<file path="src/rtl/core/psieve_ram.sv">
// Generic single-write, single-read RAM with registered read data.
module psieve_ram #(
  parameter int WIDTH = 1,
  parameter int DEPTH = 16
) (
  input  logic                     clk,
  input  logic                     we,
  input  logic [$clog2(DEPTH)-1:0] waddr,
  input  logic [WIDTH-1:0]         wdata,
  input  logic [$clog2(DEPTH)-1:0] raddr,
  output logic [WIDTH-1:0]         rdata
);

  logic [WIDTH-1:0] mem [DEPTH];

  always_ff @(posedge clk) begin
    if (we) begin
      mem[waddr] <= wdata;
    end
    rdata <= mem[raddr];
  end

endmodule

</file>
<file path="config.mk">
export PLATFORM = sky130hd
export DESIGN_NAME = psieve_ram
export DESIGN_NICKNAME = d
export VERILOG_FILES = /design/src/rtl/core/psieve_ram.sv
export SDC_FILE = /design/constraint.sdc
export NUM_CORES = 1
export LEC_CHECK = 0
export ABC_AREA = 0
export BUFFER_PORTS_ARGS = -buffer_cell sky130_fd_sc_hd__buf_2
export CORE_MARGIN = 3
export CORE_UTILIZATION = 56
export CTS_BUF_LIST = sky130_fd_sc_hd__clkbuf_16
export CTS_CLUSTER_SIZE = 24
export DETAILED_ROUTE_END_ITERATION = 16
export GPL_ROUTABILITY_DRIVEN = 0
export PLACE_DENSITY = 0.83
export SLEW_MARGIN = 15
export SYNTH_ARGS = -nofsm -noshare
export SYNTH_HDL_FRONTEND = slang
export SYNTH_SLANG_ARGS = --single-unit
</file>
<file path="constraint.sdc">
create_clock -name clk -period 3.44 [get_ports clk]
set_input_delay 0.516 -clock clk [delete_from_list [all_inputs] [get_ports clk]]
set_output_delay 0.516 -clock clk [all_outputs]
set_load 0.02 [all_outputs]
</file>
==> out/metrics.yaml, run 1 <==
hold_viol_final: 0
place_inst: 72
rows: 12
ys_seq_area_share_pct: 67.11
first_global_vias: 449
htreeDepth: 1
pin_count: 12
die_width_um: 42.49
finalCritPeriodShare_pct: 41.26
nNetsFinal: 74
cpPeakStageDelay_ns: 0.51
power_density_nw_per_um2: 546.0
grt-ovfl-total: 0
vias_per_cell: 6.118
antenna_found_initial: 0
synthCells: 47
hpwl_um: 867.2
post_drt_wl_per_cell_um: 16.11
drc: 0
synth.area.top_cells: "edfxtp_1 (64%), mux4_1 (14%), nor2_1 (6.0%)"
synth.distinct_cells: 11
crit_buf_inv: 1
fin_cells: 76
drt_iter0_drc: 20
io_buffers: 11
holdCritPathClass: "in2reg"
hold_buffers: 0
drive_gt1_share_pct: 24.19
critPathSlowestCell: "or3b_2"
path_clk_slew_ns: 0.05
clock-sinks: 17
grt_use_total_pct: 16.61
die-area_um2: 1805
cp-end-kind: "flop"
totalWireLength_um: 1224
min_period_ns: 1.419
path_cells: "buf_2 -> or3b_2 -> nor3_1"
status: "complete, no violations"
synth_top_area_share_pct: 64.43
antenna_left: 0
synth_area_leader_cell: "edfxtp_1"
critPathArrivalTime_ns: 1.35
die_h_um: 42.49
critPathKind: "in2reg"
cts_tree: "done"
synth_area_um2: 745.7
grt_pass1_wl_um: 2076
postCtsResizedCells: 0
dp_slack_ns: 1.777
n_antenna_cell: 0
worst-path-max-fanout: 4
fillers: 67
fmax_mhz: 704.5
finalMaxSlewViolations: 0
synth_nets: 58
rsz0062_at_grt: "false"
root_buffer: "clkbuf_16"
syn_area_per_cell_um2: 15.87
grt_max_degree: 17
yosys_warnings: 0
clk_latency_ns: 0.24
clockBufferDepth: 2
start_util_pct: 63.68
cp-start-kind: "input port"
cap_violations: 0
relSlewSlack_pct: 84.86
fin_tns_setup_ns: 0
worst_pin_slew_ns: 0.2253
synth_seq_cells: 17
crit_family: "simple AND/OR/NAND/NOR gates"
crit_required_ns: 3.37
total_power_w: 0.0004898
drtPass1Iterations: 4
coreArea_um2: 1171
finClkSkew_ns: 0.001479
p_leak_nw: 0.3305
post-cts-setup-buffer-count: 0
syn2layout_area_growth_pct: 20.30
ir_drop_mv: 0.3978
finalSetupViolCount: 0
vias: 465
cts_made_buffers: 3
final_common_cell: "edfxtp_1"
mostFrequentLayoutCells: "edfxtp_1 (16), nor2_1 (12), buf_2 (11)"
setup_ws_ns: 2.021
## kinds of logic (layout without fill, tap and decap cells)
logic type / after synthesis / in the layout / share of synthesized area (%)
AND/OR/NAND/NOR: 23 / 23 / 14.76
multiplexers: 7 / 7 / 18.12
buffers and inverters: 0 / 15 / 0
flip-flops: 17 / 17 / 67.11
## metrics by stage
stage	hold slack (ns)	instance area, um2	util (%)
after floorplan	0.6149	745.7	-
after global placement	0.7114	818.3	69.87
after detailed placement	0.7174	818.3	69.87
after CTS	0.4621	897.1	76.60
after global routing	0.4761	897.1	76.60
final	0.4624	897.1	76.60
## area by class of cell
class / count / area [um2] / area share (%)
Timing Repair Buffer: 11 / 55.05 / 6.137
Sequential cell: 17 / 500.5 / 55.79
Tap cell: 14 / 17.52 / 1.953
Multi-Input combinational cell: 30 / 245.2 / 27.34
Clock buffer: 3 / 75.07 / 8.368
Clock inverter: 1 / 3.754 / 0.4184
## worst reg2reg max path: cells and delay by family (launching register included)
kind | cells | cell delay (ns)
muxes | 3 | 0.76
DFF | 1 | 0.37
## final timing paths
path	slack [ns]	startpoint	end	depth (start not counted)
setup reg to reg	2.19	mem[1]	rdata	3
setup / recovery	2.02	waddr[2]	mem[0]	3
hold reg to reg	0.73	mem[4]	rdata	3
hold / removal	0.46	raddr[2]	rdata	2
## flip-flops by register name, indices dropped and copies added, names as in the netlist
name,cells
rdata,1
mem,16
## synthesized netlist by cell type
library cell	instances
edfxtp_1	16
nor3_1	4
or3b_2	1
dfxtp_1	1
nand2b_1	2
nand2_1	1
nor2_1	12
nand3_1	1
mux2i_1	3
nand3b_1	2
mux4_1	4
## power by group
part / total, W / leakage [nW] / switching (W) / internal, W
Sequential: 0.000233 / 0.153 / 0.00000111 / 0.000232
Combinational: 0.0000326 / 0.135 / 0.0000183 / 0.0000143
Clock: 0.000224 / 0.0423 / 0.0000701 / 0.000154
## metal layers
layer | track usage [%] | vias up | part of all wire [%]
met5 | 0 | - | 0
met4 | 5.590 | 0 | 1.3
met3 | 8.155 | 4 | 11
li1 | - | 216 | -
met1 | 20.34 | 214 | 38
met2 | 25.53 | 31 | 50
Note: power is estimated with default switching activity, not from simulation.
==> inputs of run 2 (changes only) <==
- CORE_ASPECT_RATIO: default -> 1.1
- CORE_UTILIZATION: 56 -> 52
- PLACE_DENSITY: 0.83 -> 0.78
- clock period: 3.44 -> 1.31 ns (I/O delays scaled with it)
==> run 2 against run 1 <==
- combinational power increased to 2.6 times the previous value
- first-iteration DRC count shrank 20%
- via count decreased by 2.2%
- clock power grew to 2.7 times the previous value
- largest power group unchanged
- critical endpoint is now rdata
- highest routed layer unchanged
==> out/metrics.yaml, run 2 (same netlist as run 1, synthesis figures left out) <==
rows: 13  # +1
clock-sinks: 17  # unchanged
hpwl_um: 840  # -3.1%
hold_depth: 2  # unchanged
rsz0062_at_grt: "false"
seqCellArea_um2: 500.5  # unchanged
grt-ovfl-total: 0  # unchanged
worst_pin_slew_ns: 0.2421  # +0.01671 ns
cap_violations: 0  # unchanged
cp-start-kind: "flop"
multi_input_area_um2: 245.2  # unchanged
pin_count: 12  # unchanged
power_density_nw_per_um2: 1440  # +160%
largestRegisters: "mem (16), rdata (1)"
syn2layout_area_growth_pct: 20.47
post_drt_wl_per_cell_um: 15.79  # -1.9%
vias_per_cell: 5.909  # -3.4%
worst-path-max-fanout: 1  # -3
mostFrequentLayoutCells: "edfxtp_1 (16), nor2_1 (12), buf_2 (11)"
finalCritPeriodShare_pct: 93.93
cts_made_buffers: 3  # unchanged
postCtsResizedCells: 0  # unchanged
htreeDepth: 1  # unchanged
antenna_left: 0  # unchanged
min_period_ns: 1.231
routed-wl-met2_um: 598  # -2.3%
start_util_pct: 58.78  # -4.9 points
fmax_mhz: 812.7
wl_met3_um: 95  # -29%
nNetsFinal: 74  # unchanged
vias: 455  # -2.2%
grt_pass1_wl_um: 2042  # -1.6%
drt_iter0_drc: 16  # -20%
path_clk_slew_ns: 0.05  # about the same
hold_buffers: 0  # unchanged
drc: 0  # unchanged
clk_latency_ns: 0.25  # about the same
totalWireLength_um: 1216  # -0.65%
n_antenna_cell: 0  # unchanged
finalMaxSlewViolations: 0  # unchanged
relSlewSlack_pct: 83.86  # -1.0 points
cp-end-kind: "flop"
crit_required_ns: 1.44  # -1.93 ns
post-cts-setup-buffer-count: 0  # unchanged
status: "complete, no violations"
ir_drop_mv: 1.104  # +180%
holdCritPathClass: "in2reg"
hold_viol_final: 0  # unchanged
wl_met1_um: 486  # +5.7%
die_h_um: 45.72  # +7.6%
largest_reg_flops: 16  # unchanged
root_buffer: "clkbuf_16"
fin_tns_setup_ns: 0  # unchanged
drtPass1Iterations: 6  # +2
coreArea_um2: 1269  # +8.3%
die_width_um: 42.11  # -0.91%
finClkSkew_ns: 0.002501  # +0.001022 ns
place_inst: 73  # +1.4%
fillers: 87  # +30%
grt_use_total_pct: 15.68  # -0.92 points
critPathKind: "reg2reg"
drive_gt1_share_pct: 24.19  # unchanged
critPathArrivalTime_ns: 1.36  # about the same
r2r_cells: 3  # unchanged
io_buffers: 11  # unchanged
highest_layer: "met4"
placed_area_um2: 819.5  # +0.15%
finalSetupViolCount: 0  # unchanged
cts_tree: "done"
clockBufferDepth: 2  # unchanged
final_common_cell: "edfxtp_1"
fin_area_um2: 898.4  # +0.14%
first_global_vias: 473  # +5.3%
fin_cells: 77  # +1.3%
grt_max_degree: 17  # unchanged
p_leak_nw: 0.3305  # unchanged
die-area_um2: 1925  # +6.6%
top_register: "mem"
post-route-util_pct: 70.81  # -5.8 points
antenna_found_initial: 0  # unchanged
## run 2: cell counts in the layout (fill, tap and decap cells not counted)
No cell type changed its count.
## run 2: per-layer routing
metal	GRT usage [%]	up-vias
met4	11.18	0
li1	-	216
met2	25.62	21
met3	6.324	5
met1	16.80	213
met5	0	-
## run 2: critical path, cell delays in order, from the launching register on
cell and delay, ns:
edfxtp_1 0.36, mux4_1 0.50, mux2i_1 0.16, mux2i_1 0.10
## run 2: final cells by class
cell class              instances  area share (%)
multi-input cells              30           27.30
flip-flops and latches         17           55.71
clock inverters                 1          0.4178
well taps                      15           2.089
clock buffers                   3           8.357
repair buffers                 11           6.128
## run 2: report_power, final
group / internal [W] / total, W / switching, W
sequential: 0.000609 / 0.000613 / 0.00000313
clock: 0.000405 / 0.000596 / 0.000192
combinational: 0.0000375 / 0.0000846 / 0.0000471
total: 0.00105 / 0.00129 / 0.000242
## run 2: final timing paths
kind	start	end	slack, ns
max	mem[12]	rdata	0.08
min	raddr[2]	rdata	0.15
max reg2reg	mem[12]	rdata	0.08
min reg2reg	mem[3]	rdata	0.75
## run 2: stage by stage
step / hold slack [ns] / power [W] / setup WS (ns)
after CTS: 0.1553 / 0.001294 / 0.06019
final: 0.1543 / 0.001294 / 0.07950
after global placement: 0.4007 / 0.0007044 / 0.03451
after floorplan: 0.2954 / 0.0006642 / 0.1639
after global routing: 0.1574 / 0.001336 / 0.01043
after detailed placement: 0.4086 / 0.0007066 / -0.04268
