[config.mk]
export PLATFORM = sky130hd
export DESIGN_NAME = psieve_build
export DESIGN_NICKNAME = d
export VERILOG_FILES = /design/src/rtl/core/psieve_pkg.sv /design/src/rtl/core/psieve_build.sv
export SDC_FILE = /design/constraint.sdc
export NUM_CORES = 1
export LEC_CHECK = 0
export BUFFER_PORTS_ARGS = -buffer_cell sky130_fd_sc_hd__buf_2
export CAP_MARGIN = 20
export CORE_MARGIN = 3
export CORE_UTILIZATION = 28
export CTS_CLUSTER_DIAMETER = 120
export DETAILED_ROUTE_END_ITERATION = 12
export PLACE_DENSITY = 0.52
export SLEW_MARGIN = 10
export SYNTH_ARGS = -nofsm -noshare
export SYNTH_HDL_FRONTEND = slang
export SYNTH_SLANG_ARGS = --single-unit
[constraint.sdc]
create_clock -name clk -period 11.4 [get_ports clk]
set_clock_uncertainty 0.05 [all_clocks]
set_input_delay 0 -clock clk [delete_from_list [all_inputs] [get_ports clk]]
set_output_delay 0 -clock clk [all_outputs]
set_load 0.01 [all_outputs]
[src/rtl/core/psieve_pkg.sv]
// Shared types and constants for the prime sieve table.
package psieve_pkg;

  localparam int LIMIT_W = 16;
  localparam int COUNT_W = 17;
  localparam int NUM_W   = 32;

  localparam logic OP_BUILD = 1'b0;
  localparam logic OP_QUERY = 1'b1;

  localparam logic [1:0] RES_NOT_PRIME  = 2'd0;
  localparam logic [1:0] RES_PRIME      = 2'd1;
  localparam logic [1:0] RES_NOT_CACHED = 2'd2;

  typedef struct packed {
    logic busy;
    logic done;
  } psieve_stat_t;

endpackage

[src/rtl/core/psieve_build.sv]
// Build sequencer: fills, sieves and counts the primality table.
module psieve_build import psieve_pkg::*; #(
  parameter int TABLE_SIZE = 65536
) (
  input  logic                          clk,
  input  logic                          rst,
  input  logic                          go,
  input  logic [LIMIT_W-1:0]            sieve_limit,
  output logic                          wr_en,
  output logic [$clog2(TABLE_SIZE)-1:0] wr_addr,
  output logic                          wr_data,
  output logic [$clog2(TABLE_SIZE)-1:0] rd_addr,
  input  logic                          rd_data,
  output psieve_stat_t                  stat,
  output logic [COUNT_W-1:0]            prime_count,
  output logic                          ready_flag,
  output logic [$clog2(TABLE_SIZE)-1:0] built_limit
);

  localparam int AW = $clog2(TABLE_SIZE);
  localparam int EW = (AW > LIMIT_W) ? AW : LIMIT_W;
  localparam logic [EW-1:0] MAX_LIM = EW'(TABLE_SIZE - 1);

  typedef enum logic [2:0] {
    S_IDLE, S_INIT, S_SCAN_RD, S_SCAN_CHK, S_STRIKE, S_COUNT, S_FINISH
  } state_t;

  state_t           state;
  logic [AW-1:0]    lim;
  logic [AW-1:0]    addr;
  logic [AW-1:0]    i;
  logic [AW:0]      sq;
  logic [AW:0]      k;
  logic [COUNT_W-1:0] cnt;
  logic             pend;
  logic             done;

  logic [EW-1:0]    lim_ext;
  logic [AW-1:0]    lim_sat;
  logic [AW:0]      k_step;
  logic [AW:0]      sq_step;

  assign lim_ext = EW'(sieve_limit);
  assign lim_sat = (lim_ext > MAX_LIM) ? AW'(MAX_LIM) : AW'(lim_ext);
  assign k_step  = k + (AW+1)'(i);
  // (i+1)^2 = i^2 + 2i + 1
  assign sq_step = sq + (AW+1)'({i, 1'b1});

  always_comb begin
    wr_en   = 1'b0;
    wr_addr = addr;
    wr_data = 1'b0;
    rd_addr = addr;
    case (state)
      S_INIT: begin
        wr_en   = 1'b1;
        wr_data = (addr >= AW'(2));
      end
      S_STRIKE: begin
        wr_en   = 1'b1;
        wr_addr = k[AW-1:0];
      end
      S_SCAN_RD: rd_addr = i;
      default: ;
    endcase
  end

  always_ff @(posedge clk) begin
    if (rst) begin
      state       <= S_IDLE;
      done        <= 1'b0;
      ready_flag  <= 1'b0;
      prime_count <= '0;
      built_limit <= '0;
      pend        <= 1'b0;
    end else begin
      done <= 1'b0;
      unique case (state)
        S_IDLE: begin
          if (go) begin
            lim   <= lim_sat;
            addr  <= '0;
            state <= S_INIT;
          end
        end
        S_INIT: begin
          if (addr == lim) begin
            i     <= AW'(2);
            sq    <= (AW+1)'(4);
            state <= S_SCAN_RD;
          end else begin
            addr <= addr + AW'(1);
          end
        end
        S_SCAN_RD: begin
          if (sq > {1'b0, lim}) begin
            addr  <= '0;
            cnt   <= '0;
            pend  <= 1'b0;
            state <= S_COUNT;
          end else begin
            state <= S_SCAN_CHK;
          end
        end
        S_SCAN_CHK: begin
          if (rd_data) begin
            k     <= sq;
            state <= S_STRIKE;
          end else begin
            i     <= i + AW'(1);
            sq    <= sq_step;
            state <= S_SCAN_RD;
          end
        end
        S_STRIKE: begin
          if (k_step > {1'b0, lim}) begin
            i     <= i + AW'(1);
            sq    <= sq_step;
            state <= S_SCAN_RD;
          end else begin
            k <= k_step;
          end
        end
        S_COUNT: begin
          // the RAM read is registered, so read data belongs to the previous address
          if (pend) begin
            cnt <= cnt + COUNT_W'(rd_data);
          end
          pend <= 1'b1;
          if (addr == lim) begin
            state <= S_FINISH;
          end else begin
            addr <= addr + AW'(1);
          end
        end
        S_FINISH: begin
          prime_count <= cnt + COUNT_W'(rd_data);
          ready_flag  <= 1'b1;
          built_limit <= lim;
          done        <= 1'b1;
          state       <= S_IDLE;
        end
        default: state <= S_IDLE;
      endcase
    end
  end

  assign stat.busy = (state != S_IDLE);
  assign stat.done = done;

endmodule

==> flow_summary_export.csv <==
group,metric,value,unit
place,dp_hpwl,18300,um
timing,worst_pin_slew,1.14,ns
timing,min_period,4.45,ns
cells_and_area,most-common-layout-cells,"nand2_1 (133), edfxtp_1 (99), nor2_1 (98)",
global_routing,grt_pass1_wl,38500,um
cells_and_area,final_common_cell,"nand2_1",
yosys,synth_area,8600,sq um
clocking,cts-buffers-inserted,17,
drt,drt_wl_total,25000,um
cells_and_area,syn_to_final_growth,18.3,%
worst_hold_path,min_path_cells,4,
drt,wl_met2,12100,um
floorplanning,pin_count,90,
clocking,clock_latency,0.43,ns
power,total_power,2.14,mW
place,gp_congestion,0.839,
floorplanning,fp.dieArea,32800,sq um
clocking,h-tree-depth,4,
drt,drt-pass1-iter-count,5,
timing,max_freq,225,MHz
drt,via_per_inst,4.90,
clocking,cts_tree,"built",
global_routing,grt-ovfl-total,0,
drt,first_iter_violations,415,
worst_hold_path,min_from,"rd_data",
critical_path,worstPathArrival,4.54,ns
global_routing,track_usage,15.0,%
yosys,syn_inst,908,
drt,dr_wl_met3,949,um
drt,drc_errors,0,
drt,routed-via-count,6879,
clocking,cts_hold_buf,17,
cells_and_area,final_layout_size_suffix_gt1_share,16.5,%
drt,wl_met1,11300,um
clocking,cts_sinks,138,
global_routing,antenna_found_initial,0,
critical_path,timing.rr.start,"i[0]$_SDFFCE_PN0P_",
drt,post_drt_wl_per_cell,17.8,um
critical_path,cp.required,11.49,ns
global_routing,grt_pass1_vias,6593,
timing,min_period_over_period,39.0,%
critical_path,endpoint_kind,"flop",
critical_path,rrSetupSlack,6.95,ns
yosys,yosysUniqueCellTypes,59,
cells_and_area,layout.nets,1091,
timing,setup_viol,0,
drt,top_layer,"met4",
yosys,ys_warn_count,0,
clocking,cts_setup_buffers,0,
timing,final_hold_viol_count,0,
worst_hold_path,whs_endpoint,"prime_count[0]$_SDFFE_PP0P_",
global_routing,grt_max_degree,50,
floorplanning,die_x,181,um
worst_hold_path,hp-class,"in -> reg",
critical_path,timing.rr.end,"k[9]$_DFFE_PP_",
yosys,syn-num-nets,998,
cells_and_area,fillers,3120,
power,power.leakage,4.02,nW
timing,slew_headroom,24.2,%
yosys,ys_seq_area_share,43.7,%
floorplanning,initial_core_util,28.7,%
status,status,"finished, final reports clean",
floorplanning,die-height,181,um
floorplanning,row_count,63,
clocking,clk_pin_slew,0.07,ns
yosys,ys.flop_type,"edfxtp_1",
floorplanning,core,30000,sq um
critical_path,crit_type,"reg -> reg",
power,ir_drop,102,uV
timing,final_max_slew_viol_count,0,
timing,tns,0,ns
clocking,cts_buffer_depth,2,
timing,rsz0062_at_grt,"no",
critical_path,start_kind,"flop",
clocking,cts_resized,0,
critical_path,reg2reg_depth,15,
yosys,ys_ff_latch,138,
yosys,synth_edf_count,99,
job,cap_violations,0,
yosys,syn_area_per_cell,9.47,sq um
place,portBuffers,89,
yosys,async_reset_ff_share,0,%
power,power.density,210,nW/um^2
drt,drt.antenna.violating_nets,0,
clocking,cts-root-buf,"clkbuf_16",
cells_and_area,n_antenna_cell,0,
critical_path,crit_fanout,10,
==> worst max-delay path: stages, from the launching register on <==
cell and delay [ns]:
edfxtp_1 0.52, ha_1 0.29, fa_1 0.40, a21oi_1 0.31
o31ai_4 0.10, o2111ai_2 0.23, nand2_2 0.11, a311oi_2 0.27
xnor2_1 0.13, ha_1 0.33, nand4_1 0.09, nor4_1 0.19
a31oi_1 0.14, a21bo_4 0.26, a21oi_2 0.50, buf_6 0.24
==> cell families (layout without fill, tap and decap cells) <==
logic type / Yosys count / after routing / synth area share [%]
buffers and inverters: 75 / 181 / 3.44
AND/OR/NAND/NOR: 353 / 353 / 18.6
AO/OA/AOI/OAI: 171 / 171 / 13.0
XOR/XNOR: 80 / 80 / 8.15
flip-flops: 138 / 138 / 43.7
adder cells (fa/ha/maj): 70 / 70 / 10.4
multiplexers: 21 / 21 / 2.78
==> state kept, by name, indices dropped and copies added (netlist names) <==
| register | cells |
|---|---|
| state | 3 |
| done | 1 |
| pend | 1 |
| prime_count | 17 |
| k | 17 |
| cnt | 17 |
| i | 16 |
| built_limit | 16 |
| lim | 16 |
| sq | 17 |
| addr | 16 |
| ready_flag | 1 |
==> worst max-delay path by stage <==
stage / start / cells after the start / endpoint / slack (ns)
6_report: i[0]$_SDFFCE_PN0P_ / 15 / k[9]$_DFFE_PP_ / 6.95
5_1_grt: i[0]$_SDFFCE_PN0P_ / 14 / k[9]$_DFFE_PP_ / 6.68
4_1_cts: i[0]$_SDFFCE_PN0P_ / 13 / k[5]$_DFFE_PP_ / 6.68
3_5_place_dp: i[0]$_SDFFCE_PN0P_ / 13 / k[7]$_DFFE_PP_ / 6.72
3_3_place_gp: i[0]$_SDFFCE_PN0P_ / 14 / k[6]$_DFFE_PP_ / 6.80
2_1_floorplan: i[0]$_SDFFCE_PN0P_ / 14 / k[0]$_DFFE_PP_ / 7.07
==> power by group <==
| part | switching (mW) | total [mW] | internal, mW |
|---|---|---|---|
| Combinational | 0.505 | 0.834 | 0.329 |
| Sequential | 0.116 | 0.767 | 0.652 |
| Clock | 0.247 | 0.535 | 0.287 |
| Total | 0.868 | 2.14 | 1.27 |
==> cell usage after synthesis (8+ instances only) <==
cell type | number | area [sq um]
mux2_2 | 19 | 214
nor2_1 | 98 | 368
nand3_1 | 27 | 135
ha_1 | 68 | 851
and3_1 | 19 | 119
a211oi_1 | 19 | 143
nor3_1 | 11 | 55.1
xnor2_1 | 31 | 272
edfxtp_1 | 99 | 2970
nor4_1 | 12 | 75.1
nand2_1 | 133 | 499
clkbuf_1 | 29 | 109
a31oi_1 | 10 | 62.6
nor2b_1 | 10 | 62.6
inv_1 | 35 | 131
nand4_1 | 16 | 100
buf_2 | 8 | 40.0
dfxtp_1 | 39 | 781
a21oi_1 | 58 | 290
o21ai_0 | 36 | 180
xor2_1 | 49 | 429
==> final cells by class <==
cell class	count	area, sq um	area share (%)
Sequential cell	138	3750	36.9
Clock inverter	14	126	1.24
Timing Repair Buffer	113	672	6.61
Inverter	36	135	1.33
Multi-Input combinational cell	695	4570	44.9
Clock buffer	18	429	4.22
Tap cell	390	488	4.80
==> metal layers <==
metal	global-route usage, %	up-vias
met3	2.62	23
met4	5.00	0
met1	19.5	3246
met2	25.1	161
li1	-	3449
met5	0	-
==> per-stage QoR <==
| stage | util, % | area [sq um] | hold WS (ns) | setup slack [ns] | std cells |
|---|---|---|---|---|---|
| final | 34.0 | 10200 | 0.0503 | 6.95 | 1404 |
| after global routing | 34.0 | 10200 | 0.0766 | 6.68 | 1404 |
| after CTS | 33.9 | 10200 | 0.00796 | 6.68 | 1403 |
| after detailed placement | 31.5 | 9430 | 0.129 | 6.72 | 1354 |
| after global placement | 31.5 | 9430 | 0.130 | 6.80 | 1354 |
| after floorplan | - | 8600 | 0.0489 | 7.07 | 908 |
Note: power is estimated with default switching activity, not from simulation.
